===== src/sv/bta_pkg.sv =====
// Package for the boundary-tag heap allocator: heap geometry, tag type,
// request and status codes, controller states. No dependencies.
package bta_pkg;

	localparam int HEAP_BYTES = 1024;
	localparam int HEAP_WORDS = HEAP_BYTES / 8;
	localparam int ADDR_W     = $clog2(HEAP_WORDS);
	localparam int SIZE_W     = ADDR_W + 1;

	// Tag word: block size in words and used flag
	typedef struct packed {
		logic [SIZE_W-1:0] size;
		logic              used;
	} tag_t;

	localparam logic REQ_ALLOC   = 1'b0;
	localparam logic REQ_RELEASE = 1'b1;

	localparam logic [1:0] STAT_OK      = 2'd0;
	localparam logic [1:0] STAT_NO_FIT  = 2'd1;
	localparam logic [1:0] STAT_BAD_REL = 2'd2;

	typedef enum logic [2:0] {
		S_INIT_HDR,
		S_INIT_FTR,
		S_IDLE,
		S_WALK,
		S_REL_NEXT,
		S_REL_PREV,
		S_WRITE,
		S_DONE
	} state_t;

endpackage


===== src/sv/boundary_tag_heap_allocator_top.sv =====
// Boundary-tag first-fit heap allocator: controller and tag memory.
// Depends on bta_pkg.
//
// Usage:
//   Input channel (in_valid/in_stall) carries one request per transaction:
//   req_type 0 allocates req_bytes bytes, 1 releases the block whose payload
//   starts at release_offset. Output channel (out_valid/out_stall) returns one
//   status/payload_offset transaction per request, in request order.
//   Tags live in a 128-word synchronous memory (one read port, one write
//   port, registered read). A request walks the block chain from the
//   base, reading one tag per cycle through that single read port and
//   visiting 1 to 64 blocks. An allocation hit then writes 2 or 4 tags;
//   a release reads both neighbour tags and writes 2.
//   A misaligned or zero-offset release is answered without a walk.
//   One request is in work at a time; in_stall is high while it runs.
//   After reset the block writes the header and footer of the single
//   free block before it takes requests.
//   A finished result sits in the output register until taken; a new request
//   may be accepted meanwhile, and its result waits while out_stall is high.
module boundary_tag_heap_allocator_top (
	input  logic       clk,
	input  logic       arst_n,
	input  logic       in_valid,
	output logic       in_stall,
	input  logic       req_type,
	input  logic [10:0] req_bytes,
	input  logic [9:0] release_offset,
	output logic       out_valid,
	input  logic       out_stall,
	output logic [1:0] status,
	output logic [9:0] payload_offset
);
	import bta_pkg::*;

	localparam logic [SIZE_W:0] WORDS_EXT = (SIZE_W+1)'(HEAP_WORDS);

	// Tag memory
	tag_t mem [HEAP_WORDS];
	tag_t rd_tag_q;
	logic              we;
	logic [ADDR_W-1:0] waddr;
	tag_t              wdata;
	logic [ADDR_W-1:0] raddr;

	always_ff @(posedge clk) begin
		if (we) begin
			mem[waddr] <= wdata;
		end
	end

	always_ff @(posedge clk) begin
		rd_tag_q <= mem[raddr];
	end

	// Control and datapath registers
	state_t            state_q, state_d;
	logic [SIZE_W-1:0] p_q, p_d;
	logic [SIZE_W-1:0] s_q, s_d;
	logic [9:0]        need_q, need_d;
	logic [ADDR_W-1:0] target_q, target_d;
	logic              rel_q, rel_d;
	logic              split_q, split_d;
	logic              used_q, used_d;
	logic [1:0]        wcnt_q, wcnt_d;
	logic [1:0]        res_stat_q, res_stat_d;
	logic [9:0]        res_off_q, res_off_d;
	logic              out_valid_q;
	logic [1:0]        status_q;
	logic [9:0]        off_q;
	logic              out_load;

	// Derived values
	logic [SIZE_W:0]   sum_ps;
	logic [SIZE_W:0]   sum_nxt;
	logic [SIZE_W:0]   merged;
	logic              walk_bad;
	logic              fits;
	logic              can_split;
	logic [SIZE_W-1:0] blk;
	logic [SIZE_W-1:0] rest;
	logic [SIZE_W-1:0] need_w;
	logic [11:0]       bytes_up;

	always_comb begin
		sum_ps    = {1'b0, p_q} + {1'b0, rd_tag_q.size};
		sum_nxt   = {1'b0, p_q} + {1'b0, s_q};
		merged    = sum_nxt + {1'b0, rd_tag_q.size};
		walk_bad  = (rd_tag_q.size == '0) || (sum_ps > WORDS_EXT);
		fits      = !rd_tag_q.used && ({{(10-SIZE_W){1'b0}}, rd_tag_q.size} >= need_q);
		can_split = {{(10-SIZE_W){1'b0}}, rd_tag_q.size} >= (need_q + 10'd2);
		need_w    = need_q[SIZE_W-1:0];
		blk       = split_q ? need_w : s_q;
		rest      = s_q - need_w;
		bytes_up  = {1'b0, req_bytes} + 12'd7;
	end

	// State register
	always_ff @(posedge clk or negedge arst_n) begin
		if (!arst_n) begin
			state_q <= S_INIT_HDR;
		end else begin
			state_q <= state_d;
		end
	end

	// Working registers
	always_ff @(posedge clk) begin
		p_q        <= p_d;
		s_q        <= s_d;
		need_q     <= need_d;
		target_q   <= target_d;
		rel_q      <= rel_d;
		split_q    <= split_d;
		used_q     <= used_d;
		wcnt_q     <= wcnt_d;
		res_stat_q <= res_stat_d;
		res_off_q  <= res_off_d;
	end

	// Next state, memory control and handshake
	always_comb begin
		state_d    = state_q;
		p_d        = p_q;
		s_d        = s_q;
		need_d     = need_q;
		target_d   = target_q;
		rel_d      = rel_q;
		split_d    = split_q;
		used_d     = used_q;
		wcnt_d     = wcnt_q;
		res_stat_d = res_stat_q;
		res_off_d  = res_off_q;
		we         = 1'b0;
		waddr      = '0;
		wdata      = '0;
		raddr      = '0;
		in_stall   = 1'b1;
		out_load   = 1'b0;

		case (state_q)
			S_INIT_HDR: begin
				we         = 1'b1;
				waddr      = '0;
				wdata.size = SIZE_W'(HEAP_WORDS);
				wdata.used = 1'b0;
				state_d    = S_INIT_FTR;
			end

			S_INIT_FTR: begin
				we         = 1'b1;
				waddr      = ADDR_W'(HEAP_WORDS - 1);
				wdata.size = SIZE_W'(HEAP_WORDS);
				wdata.used = 1'b0;
				state_d    = S_IDLE;
			end

			S_IDLE: begin
				in_stall = 1'b0;
				raddr    = '0;
				if (in_valid) begin
					rel_d    = (req_type == REQ_RELEASE);
					need_d   = {1'b0, bytes_up[11:3]} + 10'd2;
					target_d = release_offset[9:3] - 7'd1;
					p_d      = '0;
					if (req_type == REQ_RELEASE &&
					    (release_offset[2:0] != 3'b000 || release_offset == 10'd0)) begin
						res_stat_d = STAT_BAD_REL;
						res_off_d  = '0;
						state_d    = S_DONE;
					end else begin
						state_d = S_WALK;
					end
				end
			end

			// One block per cycle; next header read issued ahead
			S_WALK: begin
				raddr = sum_ps[ADDR_W-1:0];
				if (!rel_q) begin
					if (walk_bad) begin
						res_stat_d = STAT_NO_FIT;
						res_off_d  = '0;
						state_d    = S_DONE;
					end else if (fits) begin
						s_d     = rd_tag_q.size;
						split_d = can_split;
						used_d  = 1'b1;
						wcnt_d  = '0;
						state_d = S_WRITE;
					end else begin
						p_d = sum_ps[SIZE_W-1:0];
						if (sum_ps >= WORDS_EXT) begin
							res_stat_d = STAT_NO_FIT;
							res_off_d  = '0;
							state_d    = S_DONE;
						end
					end
				end else begin
					if (walk_bad) begin
						res_stat_d = STAT_BAD_REL;
						res_off_d  = '0;
						state_d    = S_DONE;
					end else if (p_q == {1'b0, target_q}) begin
						if (rd_tag_q.used) begin
							s_d     = rd_tag_q.size;
							state_d = S_REL_NEXT;
						end else begin
							res_stat_d = STAT_BAD_REL;
							res_off_d  = '0;
							state_d    = S_DONE;
						end
					end else if (p_q > {1'b0, target_q}) begin
						res_stat_d = STAT_BAD_REL;
						res_off_d  = '0;
						state_d    = S_DONE;
					end else begin
						p_d = sum_ps[SIZE_W-1:0];
						if (sum_ps >= WORDS_EXT) begin
							res_stat_d = STAT_BAD_REL;
							res_off_d  = '0;
							state_d    = S_DONE;
						end
					end
				end
			end

			// Next neighbor header is in rd_tag_q; fetch previous footer
			S_REL_NEXT: begin
				raddr = p_q[ADDR_W-1:0] - ADDR_W'(1);
				if (sum_nxt < WORDS_EXT && !rd_tag_q.used && rd_tag_q.size != '0 &&
				    merged <= WORDS_EXT) begin
					s_d = s_q + rd_tag_q.size;
				end
				state_d = S_REL_PREV;
			end

			// Previous neighbor footer is in rd_tag_q
			S_REL_PREV: begin
				if (p_q != '0 && !rd_tag_q.used && rd_tag_q.size != '0 &&
				    rd_tag_q.size <= p_q) begin
					p_d = p_q - rd_tag_q.size;
					s_d = s_q + rd_tag_q.size;
				end
				split_d = 1'b0;
				used_d  = 1'b0;
				wcnt_d  = '0;
				state_d = S_WRITE;
			end

			// Header/footer writes, then the leftover block on a split
			S_WRITE: begin
				we = 1'b1;
				case (wcnt_q)
					2'd0: begin
						waddr      = p_q[ADDR_W-1:0];
						wdata.size = blk;
						wdata.used = used_q;
					end
					2'd1: begin
						waddr      = p_q[ADDR_W-1:0] + blk[ADDR_W-1:0] - ADDR_W'(1);
						wdata.size = blk;
						wdata.used = used_q;
					end
					2'd2: begin
						waddr      = p_q[ADDR_W-1:0] + need_w[ADDR_W-1:0];
						wdata.size = rest;
						wdata.used = 1'b0;
					end
					default: begin
						waddr      = p_q[ADDR_W-1:0] + s_q[ADDR_W-1:0] - ADDR_W'(1);
						wdata.size = rest;
						wdata.used = 1'b0;
					end
				endcase
				wcnt_d = wcnt_q + 2'd1;
				if ((split_q && wcnt_q == 2'd3) || (!split_q && wcnt_q == 2'd1)) begin
					res_stat_d = STAT_OK;
					if (rel_q) begin
						res_off_d = '0;
					end else begin
						res_off_d = {p_q[ADDR_W-1:0] + ADDR_W'(1), 3'b000};
					end
					state_d = S_DONE;
				end
			end

			S_DONE: begin
				if (!out_valid_q || !out_stall) begin
					out_load = 1'b1;
					state_d  = S_IDLE;
				end
			end

			default: begin
				state_d = S_IDLE;
			end
		endcase
	end

	// Output register
	always_ff @(posedge clk or negedge arst_n) begin
		if (!arst_n) begin
			out_valid_q <= 1'b0;
		end else if (out_load) begin
			out_valid_q <= 1'b1;
		end else if (!out_stall) begin
			out_valid_q <= 1'b0;
		end
	end

	always_ff @(posedge clk) begin
		if (out_load) begin
			status_q <= res_stat_q;
			off_q    <= res_off_q;
		end
	end

	assign out_valid      = out_valid_q;
	assign status         = status_q;
	assign payload_offset = off_q;

endmodule


===== config.mk =====
export PLATFORM = sky130hd
export DESIGN_NAME = boundary_tag_heap_allocator_top
export DESIGN_NICKNAME = d
export VERILOG_FILES = /design/src/sv/bta_pkg.sv /design/src/sv/boundary_tag_heap_allocator_top.sv
export SDC_FILE = /design/constraint.sdc
export NUM_CORES = 1
export LEC_CHECK = 0
export BUFFER_PORTS_ARGS = -buffer_cell sky130_fd_sc_hd__buf_2
export CAP_MARGIN = 30
export CORE_MARGIN = 4
export CORE_UTILIZATION = 40
export DETAILED_ROUTE_END_ITERATION = 8
export PLACE_DENSITY_LB_ADDON = 0.2
export SYNTH_ARGS = -nofsm -noshare
export SYNTH_HDL_FRONTEND = slang
export SYNTH_SLANG_ARGS = --single-unit

===== constraint.sdc =====
create_clock -name clk -period 7.55 [get_ports clk]
set_input_delay 0.755 -clock clk [delete_from_list [all_inputs] [get_ports clk]]
set_output_delay 0.755 -clock clk [all_outputs]
set_load 0.02 [all_outputs]

==> results of run 1 <==
-- metrics by stage --
| stage | cell area [µm²] | hold slack [ns] |
|---|---|---|
| detailed placement | 56000 | 0.411 |
| floorplan | 53600 | 0.400 |
| CTS | 60100 | 0.111 |
| finish | 60300 | 0.162 |
| global placement | 55800 | 0.404 |
| global route | 60300 | 0.147 |
-- critical path: stages (launching register included) --
cell                        delay [ns]
sky130_fd_sc_hd__edfxtp_1         0.75
sky130_fd_sc_hd__inv_1            0.26
sky130_fd_sc_hd__ha_1             0.47
sky130_fd_sc_hd__o2bb2ai_4        0.49
sky130_fd_sc_hd__buf_12           0.44
sky130_fd_sc_hd__buf_4            0.78
sky130_fd_sc_hd__nand3_1          0.27
sky130_fd_sc_hd__a32o_1           0.32
sky130_fd_sc_hd__a221oi_1         0.51
sky130_fd_sc_hd__a22oi_1          0.39
sky130_fd_sc_hd__and4_1           0.27
-- flip-flops by register name, summed over array words and instances, names as in the netlist, 3 cells and up --
register and count:
target_q 7, payload_offset 10, mem 1152, rd_tag_q 9, s_q 8, res_off_q 10
p_q 8, need_q 10, state_q 3
-- cell usage after synthesis (11+ instances only) --
library cell / n / area (µm²)
sky130_fd_sc_hd__inv_1: 84 / 315
sky130_fd_sc_hd__buf_4: 26 / 195
sky130_fd_sc_hd__a2111oi_0: 35 / 307
sky130_fd_sc_hd__mux2i_1: 198 / 1980
sky130_fd_sc_hd__buf_2: 109 / 546
sky130_fd_sc_hd__a211oi_1: 41 / 308
sky130_fd_sc_hd__nor4_1: 12 / 75.1
sky130_fd_sc_hd__nor3b_1: 16 / 120
sky130_fd_sc_hd__ha_1: 105 / 1310
sky130_fd_sc_hd__edfxtp_1: 1214 / 36500
sky130_fd_sc_hd__nor2b_1: 38 / 238
sky130_fd_sc_hd__o21ai_0: 37 / 185
sky130_fd_sc_hd__a32o_1: 51 / 510
sky130_fd_sc_hd__o21a_1: 15 / 113
sky130_fd_sc_hd__and2_1: 11 / 68.8
sky130_fd_sc_hd__and3_1: 145 / 907
sky130_fd_sc_hd__nand4_1: 21 / 131
sky130_fd_sc_hd__nor2_1: 141 / 529
sky130_fd_sc_hd__a31oi_1: 112 / 701
sky130_fd_sc_hd__xnor2_1: 45 / 394
sky130_fd_sc_hd__a32oi_1: 31 / 272
sky130_fd_sc_hd__clkbuf_1: 86 / 323
sky130_fd_sc_hd__nand2b_1: 15 / 93.8
sky130_fd_sc_hd__nand2_1: 941 / 3530
sky130_fd_sc_hd__xor2_1: 23 / 201
sky130_fd_sc_hd__a22o_1: 11 / 96.3
sky130_fd_sc_hd__nor3_1: 36 / 180
sky130_fd_sc_hd__a21oi_1: 44 / 220
sky130_fd_sc_hd__a21o_1: 21 / 158
sky130_fd_sc_hd__nand3_1: 261 / 1310
sky130_fd_sc_hd__a221oi_1: 23 / 201
-- power by group through the flow --
stage	registers [mW]	logic, mW	clock network [mW]
floorplan	9.21	5.96	0
global placement	9.20	9.80	0
detailed placement	9.21	9.82	0
CTS	9.06	9.86	6.38
global route	9.08	10.7	6.66
finish	9.06	9.99	6.27
-- layer usage --
layer | GRT usage [%] | share of wire (%) | vias to the layer above
met1 | 31.3 | 45 | 17200
met5 | 0 | 0.0084 | -
met4 | 7.92 | 3.4 | 2
met2 | 32.9 | 45 | 1342
li1 | - | - | 15400
met3 | 3.79 | 7.0 | 237
-- cell families after synthesis --
logic type                 after synthesis
xor gates and xnor gates                68
adders and majority gates              115
and+or+nand+nor                       1678
other                                    1
muxes                                  201
DFF                                   1227
buffers and inverters                  323
AOI/OAI and AO/OA                      488
-- final timing paths --
path                                          from                      to  cells after the start
max                               p_q[1]$_DFFE_PP_     rd_tag_q[3]$_DFF_P_                     10
min                                       req_type         rel_q$_DFFE_PP_                      1
max reg2reg                       p_q[1]$_DFFE_PP_     rd_tag_q[3]$_DFF_P_                     10
min reg2reg                res_stat_q[1]$_DFFE_PP_     status[1]$_DFFE_PP_                      0
max in group asynchronous                   arst_n   out_valid$_DFFE_PN0P_                      2
min in group asynchronous                   arst_n  state_q[1]$_DFFE_PN0P_                      2
-- repair_timing --
item / 4_1_cts / 5_1_grt
buffers inserted: 0 / 0
hold endpoints to repair: 4 / 0
hold buffers: 1 / 0
-- layout by cell type (no fill, tap or decap), types with 38 or more instances in the layout --
cell	count
sky130_fd_sc_hd__mux2i_1	198
sky130_fd_sc_hd__inv_1	84
sky130_fd_sc_hd__buf_4	104
sky130_fd_sc_hd__edfxtp_1	1214
sky130_fd_sc_hd__and3_1	142
sky130_fd_sc_hd__nor2_1	137
sky130_fd_sc_hd__nor2b_1	38
sky130_fd_sc_hd__a32o_1	51
sky130_fd_sc_hd__xnor2_1	45
sky130_fd_sc_hd__nand3_1	261
sky130_fd_sc_hd__a21oi_1	42
sky130_fd_sc_hd__a31oi_1	112
sky130_fd_sc_hd__buf_2	43
sky130_fd_sc_hd__nand2_1	941
sky130_fd_sc_hd__clkbuf_16	135
sky130_fd_sc_hd__ha_1	105
-- cell type report --
type                    count  area, µm²
repair buffers            175       1450
clock inverters            67        626
diodes                      3       7.51
fillers                 11800      72000
clock buffers             164       3500
multi-input cells        2551      15500
well taps                1755       2200
flip-flops and latches   1227      36700
inverters                  86        323
==> summary.md, run 1 <==
In this run the count of I/O pins placed on the die edge is 40. The post-layout minimum cycle time works out to 5.32 ns. The tree built by TritonCTS fans out to 1227 sinks.

During placement, the flow inserted port buffers numbering 39. The worst hold-check path type was in -> reg. Of the total synthesized cell area, the portion taken by XOR and XNOR cells is 1.11%. Headroom to the max-slew limit came out at 31.5%. In this run the remaining antenna-violating nets after routing total 0. The worst setup path is launched from a register. In the routed design, unresolved DRC markers number 0.

The post-route netlist has 9.09% of its cells at a drive strength greater than 1. Counting flops and latches in the post-synthesis netlist gives 1227. The final clock skew was 0.0506 ns; the post-detailed-placement half-perimeter wirelength was 95500 µm. TritonCTS built the clock tree.

Total power for the finished layout comes to 25.3 mW. For the pin with the worst max-slew slack, the measured transition is 1.00 ns. The signal arrival time at the worst endpoint was 6.00 ns. Root buffer cell: sky130_fd_sc_hd__clkbuf_16. Sequential cells account for 35.8% of the total power. The post-synthesis share of cell area spent on and, or, nand and nor gates is 14.0%.

In this run the horizontal extent of the chip is 374 µm. At the later pin of the worst-skew pair, clock insertion delay measures 0.79 ns. By startpoint and endpoint, the worst setup path is classified as reg -> reg. The initial antenna violation count was 3; the area inside the core boundary was 132000 µm².

From synthesis to final layout, the design area changed by 12.6%. The clock network accounts for 24.8% of the total power. At the worst endpoint, the required time is 8.22 ns. The count of endpoints failing hold in the final timing report is 0, and the sequential cell area fraction in the yosys report is 68.6%. The floorplan row count is 133. The portion of the clock cycle consumed by the worst path in the final layout was 70.5%; the number of nets produced by synthesis was 4241. The synthesized netlist devotes 6.85% of its cell area to compound gates.

Among all flip-flop cells after synthesis, the most frequent one is sky130_fd_sc_hd__edfxtp_1. The synthesized design contains 1214 enable-type register cells. In this run the register-to-register setup slack is 2.23 ns. Summed over all layers, the global routing overflow is 0.

For this run, the post-layout net count is 4312. Routability-driven placement finished with a final weighted congestion of 0.897. The run gives 0 as the max-slew violation total from the final report. The adder and majority cell fraction of the synthesized area was 2.81%; the final setup slack of the worst path was 2.23 ns. Once placement completed, the tool counted placed cells totaling 5786. Along the worst path, the maximum fanout reaches 100. The maximum VDD drop came out at 397 µV.

Derived from the worst setup path, the maximum achievable clock frequency is 0.188 GHz. Power density over the cells: 420 nW/µm². Setup repair after global routing left no endpoint under its margin. The analysis attributes to cell leakage a power of 21.8 nW.

The number of resized instances in the post-cts repair step is 0. The number of standard cells after synthesis was 4101. The maximum number of pins on one net before global-route repair came out at 172.

The clock tree synthesis step divided the H-tree into 4 levels. The share of synthesized registers carrying an async set or reset is 0.326%. Counting the buffers created by CTS gives 131.

The first TritonRoute pass finished after 6 iterations. The total negative slack was 0 ns; the per-cell routed wire length was 25.7 µm. Setup violations remaining at the end of the flow were counted as 0.

The run finished with clean final reports. Across the run, the number of max-cap violations was 0. The wire length reported by the detailed router came out at 155000 µm. The wire length of the first global-routing pass came out at 226000 µm. At the placement stage, the worst setup path has a slack of 2.26 ns. The tools report the category of the worst setup path capture point as a register. Yosys printed 0 warnings. After synthesis, the mean cell area works out to 13.1 µm².

The internal power of the cells totals 15.3 mW. For this run, the total global-route usage over all layers was measured as 21.7%. Combinational family with the most area after synthesis: simple AND/OR/NAND/NOR gates. The mux contribution to synthesized area came out at 3.77%. Once the floorplan was initialized, standard cells occupied 40.5% of the core. Detailed routing inserted a total of 34200 vias. In this run the vertical extent of the chip is 374 µm. The fraction of power spent switching nets was 39.5%; the maximum clock path buffer count was 3. After clock tree synthesis, the clock-pin slew on the worst setup and hold paths is 0.06 ns.

The floorplan die area is 140000 µm², and the first-iteration detailed-routing DRC count is 3801. The share of total power in combinational logic is 39.5%. Area of the mapped netlist: 53500 µm². Cells fill 45.6% of the core in the end. For this design the total switching power over the nets is 10.0 mW.

After synthesis, the netlist uses 85 different library cells. After detailed routing, the number of vias per cell comes to 5.67. Excluding fillers, the count of instances in the completed layout stands at 6028.

The via count of the first global-routing pass came out at 32400.
Note: power is estimated with default switching activity, not from simulation.
==> inputs of run 2 (changes only) <==
==> constraint.sdc (replaced) <==
create_clock -name clk -period 5.2 [get_ports clk]
set_input_delay 0.52 -clock clk [delete_from_list [all_inputs] [get_ports clk]]
set_output_delay 0.52 -clock clk [all_outputs]
set_load 0.02 [all_outputs]
==> run 2 against run 1 <==
  * Setup slack lost 1.8 ns
  * Global-route usage is essentially flat
  * Wire length decreased by 0.51%
  * Critical path type unchanged
  * Largest cell class unchanged
  * Largest power group unchanged
==> summary.md, run 2 (synthesis results as in run 1) <==
Input and output buffers added on the ports amount to 39. The logs give 22.7 nW for the static leakage and 37.4 mW for the total power. The aggregate global-route resource usage is 21.7%.

The category of the worst setup path capture point was a register. The logs give 2 for the initial antenna violation count and 0.77 ns for the source-to-sink clock delay at the later pin of the worst-skew pair. For the maximum achievable frequency, the log shows 0.211 GHz.

The worst path uses 91.2% of the clock period. The share of total power dissipated in sequential elements is 34.9%. Entering global routing, the biggest net connects 129 pins.

The first detailed-routing pass took 5 iterations. Clock skew on the completed layout was measured at 0.0298 ns. Of the cells placed in the final design, the portion with a size suffix greater than 1 is 12.5%. The clock period could shrink to 4.74 ns. Power density over the cells: 605 nW/µm². The max-slew violation total from the final report is 0, and the hold slack is 0.0809 ns. STA classifies the critical path startpoint as a register. Via count of the first global-routing pass: 33200. After detailed routing, the number of vias per cell comes to 5.57. Number of flip-flops in the largest register: 1152.

The cell sitting at the root of the clock tree is a sky130_fd_sc_hd__clkbuf_16. On the worst path, the slowest cell contributes a delay of 0.75 ns. For the pin with the worst max-slew slack, the measured transition is 1.21 ns. The path class of the tightest hold or removal check is in -> async. The critical path required time was 5.66 ns; the post-placement setup slack was 0.511 ns. Clock tree synthesis inserted a total of 134 buffers.

Net switching is 38.8% of the power. The first global-routing pass estimated 228000 µm of wire. The routed layout has 34500 vias.

The width of the die came out at 374 µm. The floorplan die height was 374 µm. The post-synthesis to final-layout area growth was 15.4%. Setup slack closes at 0.460 ns.

Max-cap violations in this run came to 0. The I/O pin count was 40. The floorplan step defined a die boundary enclosing 140000 µm².

For this block, the initial DRC count from the detailed router was 3404. Leading cell type in the layout, fill and taps excluded: sky130_fd_sc_hd__edfxtp_1. The startpoint identified for the worst register-to-register timing path is split_q$_SDFFCE_PP0P_. The count of endpoints failing hold in the final timing report is 0.

The net count of the finished layout is 4462. In this run the core area contains 133 standard-cell rows. The final count of negative-setup-slack endpoints is 0, and the share of total power in combinational logic is 40.0%. After routing, the total negative slack on setup checks comes to 0 ns.

The post-CTS setup buffer count is 0. The most flop-heavy register was mem. For the relative slew slack, the log shows 19.4%. The number of H-tree levels is 4. TritonCTS built the clock tree.

Across all register-to-register paths, the minimum setup slack is 0.46 ns. The per-cell routed wire length came out at 24.9 µm. The clock-pin slew reported for the worst setup and hold paths after clock tree synthesis is 0.06 ns, and the maximum clock path buffer count is 3. The count of antenna-violating nets left after detailed routing was 0. The largest individual stage delay along the critical path comes from the cell sky130_fd_sc_hd__edfxtp_1. Setup repair after global routing left no endpoint under its margin. The signal on the critical path passes through mux2i_1 -> ha_1 -> inv_1 -> ha_1 -> a21o_1 -> xor2_1 -> a221oi_1 -> a221oi_1 -> nor3b_1 -> nand3b_1 -> nor2_1 -> buf_4.

The internal cell power is 22.9 mW. Family of cells with the greatest summed delay on the critical path: simple AND/OR/NAND/NOR gates. In this run the worst path has a maximum fanout of 9. In this run the critical register-to-register path is captured at mem[82][6]$_DFFE_PP_. The signal arrival time at the worst endpoint came out at 5.20 ns. The flow ran to the end, and the final reports show no timing, DRC or antenna violations. The library cells used most frequently in the layout, excluding fill and tap cells, are sky130_fd_sc_hd__edfxtp_1 (1214), sky130_fd_sc_hd__nand2_1 (941), sky130_fd_sc_hd__nand3_1 (261), sky130_fd_sc_hd__buf_4 (247), sky130_fd_sc_hd__mux2i_1 (198).

The tools report the post-detailed-placement half-perimeter wirelength as 96900 µm. Across the VDD grid, the largest voltage drop is 348 µV. The logs give 40.5% for the initial cell density of the core and 0.897 for the weighted congestion at the end of routability-driven global placement.

Of the total power, the clock network draws 25.2%. Summed over all layers, the global routing overflow is 0. The logs give 132000 µm² for the area inside the core boundary and 1227 for the clock sink count.

For the wire length reported by the detailed router, the log shows 154000 µm. Switching component of the power: 14.5 mW. The critical path is of the reg -> reg type. Measured on the finished design, the core utilization comes to 46.7%.

The buffering stage count on the worst path with inverters included is 2, and the DRC violation count after routing is 0. For the worst flop-to-flop path, the logic depth is 12.
run 2: how the worst max path moves through the flow:
stage / end / cells after the start / slack (ns) / startpoint
5_1_grt: mem[112][2]$_DFFE_PP_ / 13 / 0.20 / split_q$_SDFFCE_PP0P_
3_5_place_dp: mem[10][0]$_DFFE_PP_ / 15 / 0.51 / split_q$_SDFFCE_PP0P_
6_report: mem[82][6]$_DFFE_PP_ / 12 / 0.46 / split_q$_SDFFCE_PP0P_
2_1_floorplan: mem[0][4]$_DFFE_PP_ / 7 / 0.10 / need_q[1]$_DFFE_PP_
3_3_place_gp: mem[10][2]$_DFFE_PP_ / 15 / 0.48 / split_q$_SDFFCE_PP0P_
4_1_cts: mem[10][8]$_DFFE_PP_ / 15 / 0.48 / split_q$_SDFFCE_PP0P_
run 2: through the flow:
stage	std cells	instance area (µm²)
after global routing	6188	61800
after floorplan	4101	53600
after global placement	5933	57300
after CTS	6188	61800
final	6191	61800
after detailed placement	5937	57400
run 2: layout make-up:
type	instances	area [µm²]
inverter	86	323
clock inverter	96	906
clock buffer	151	3440
multi-input combinational	2551	15500
tap	1755	2200
fill	11700	70500
timing repair buffer	322	2730
sequential	1227	36700
antenna	3	7.51
run 2: power by group through the flow:
stage | sequential [mW] | combinational (mW) | clock [mW]
6_report | 13.0 | 14.9 | 9.40
4_1_cts | 13.0 | 14.9 | 9.57
5_1_grt | 13.1 | 16.0 | 9.99
3_3_place_gp | 13.2 | 14.8 | 0
3_5_place_dp | 13.2 | 14.9 | 0
2_1_floorplan | 13.3 | 8.68 | 0
run 2: layer usage:
layer | track usage, % | wire [µm] | vias to the layer above
met5 | 0 | 13 | -
met4 | 8.06 | 5680 | 2
met3 | 3.23 | 9830 | 258
met2 | 33.3 | 70300 | 1204
met1 | 31.3 | 68300 | 17300
li1 | - | - | 15700
run 2: what timing repair did:
item	4_1_cts	5_1_grt
resized for setup	0	0
hold endpoints to repair	7	0
hold buffers	4	0
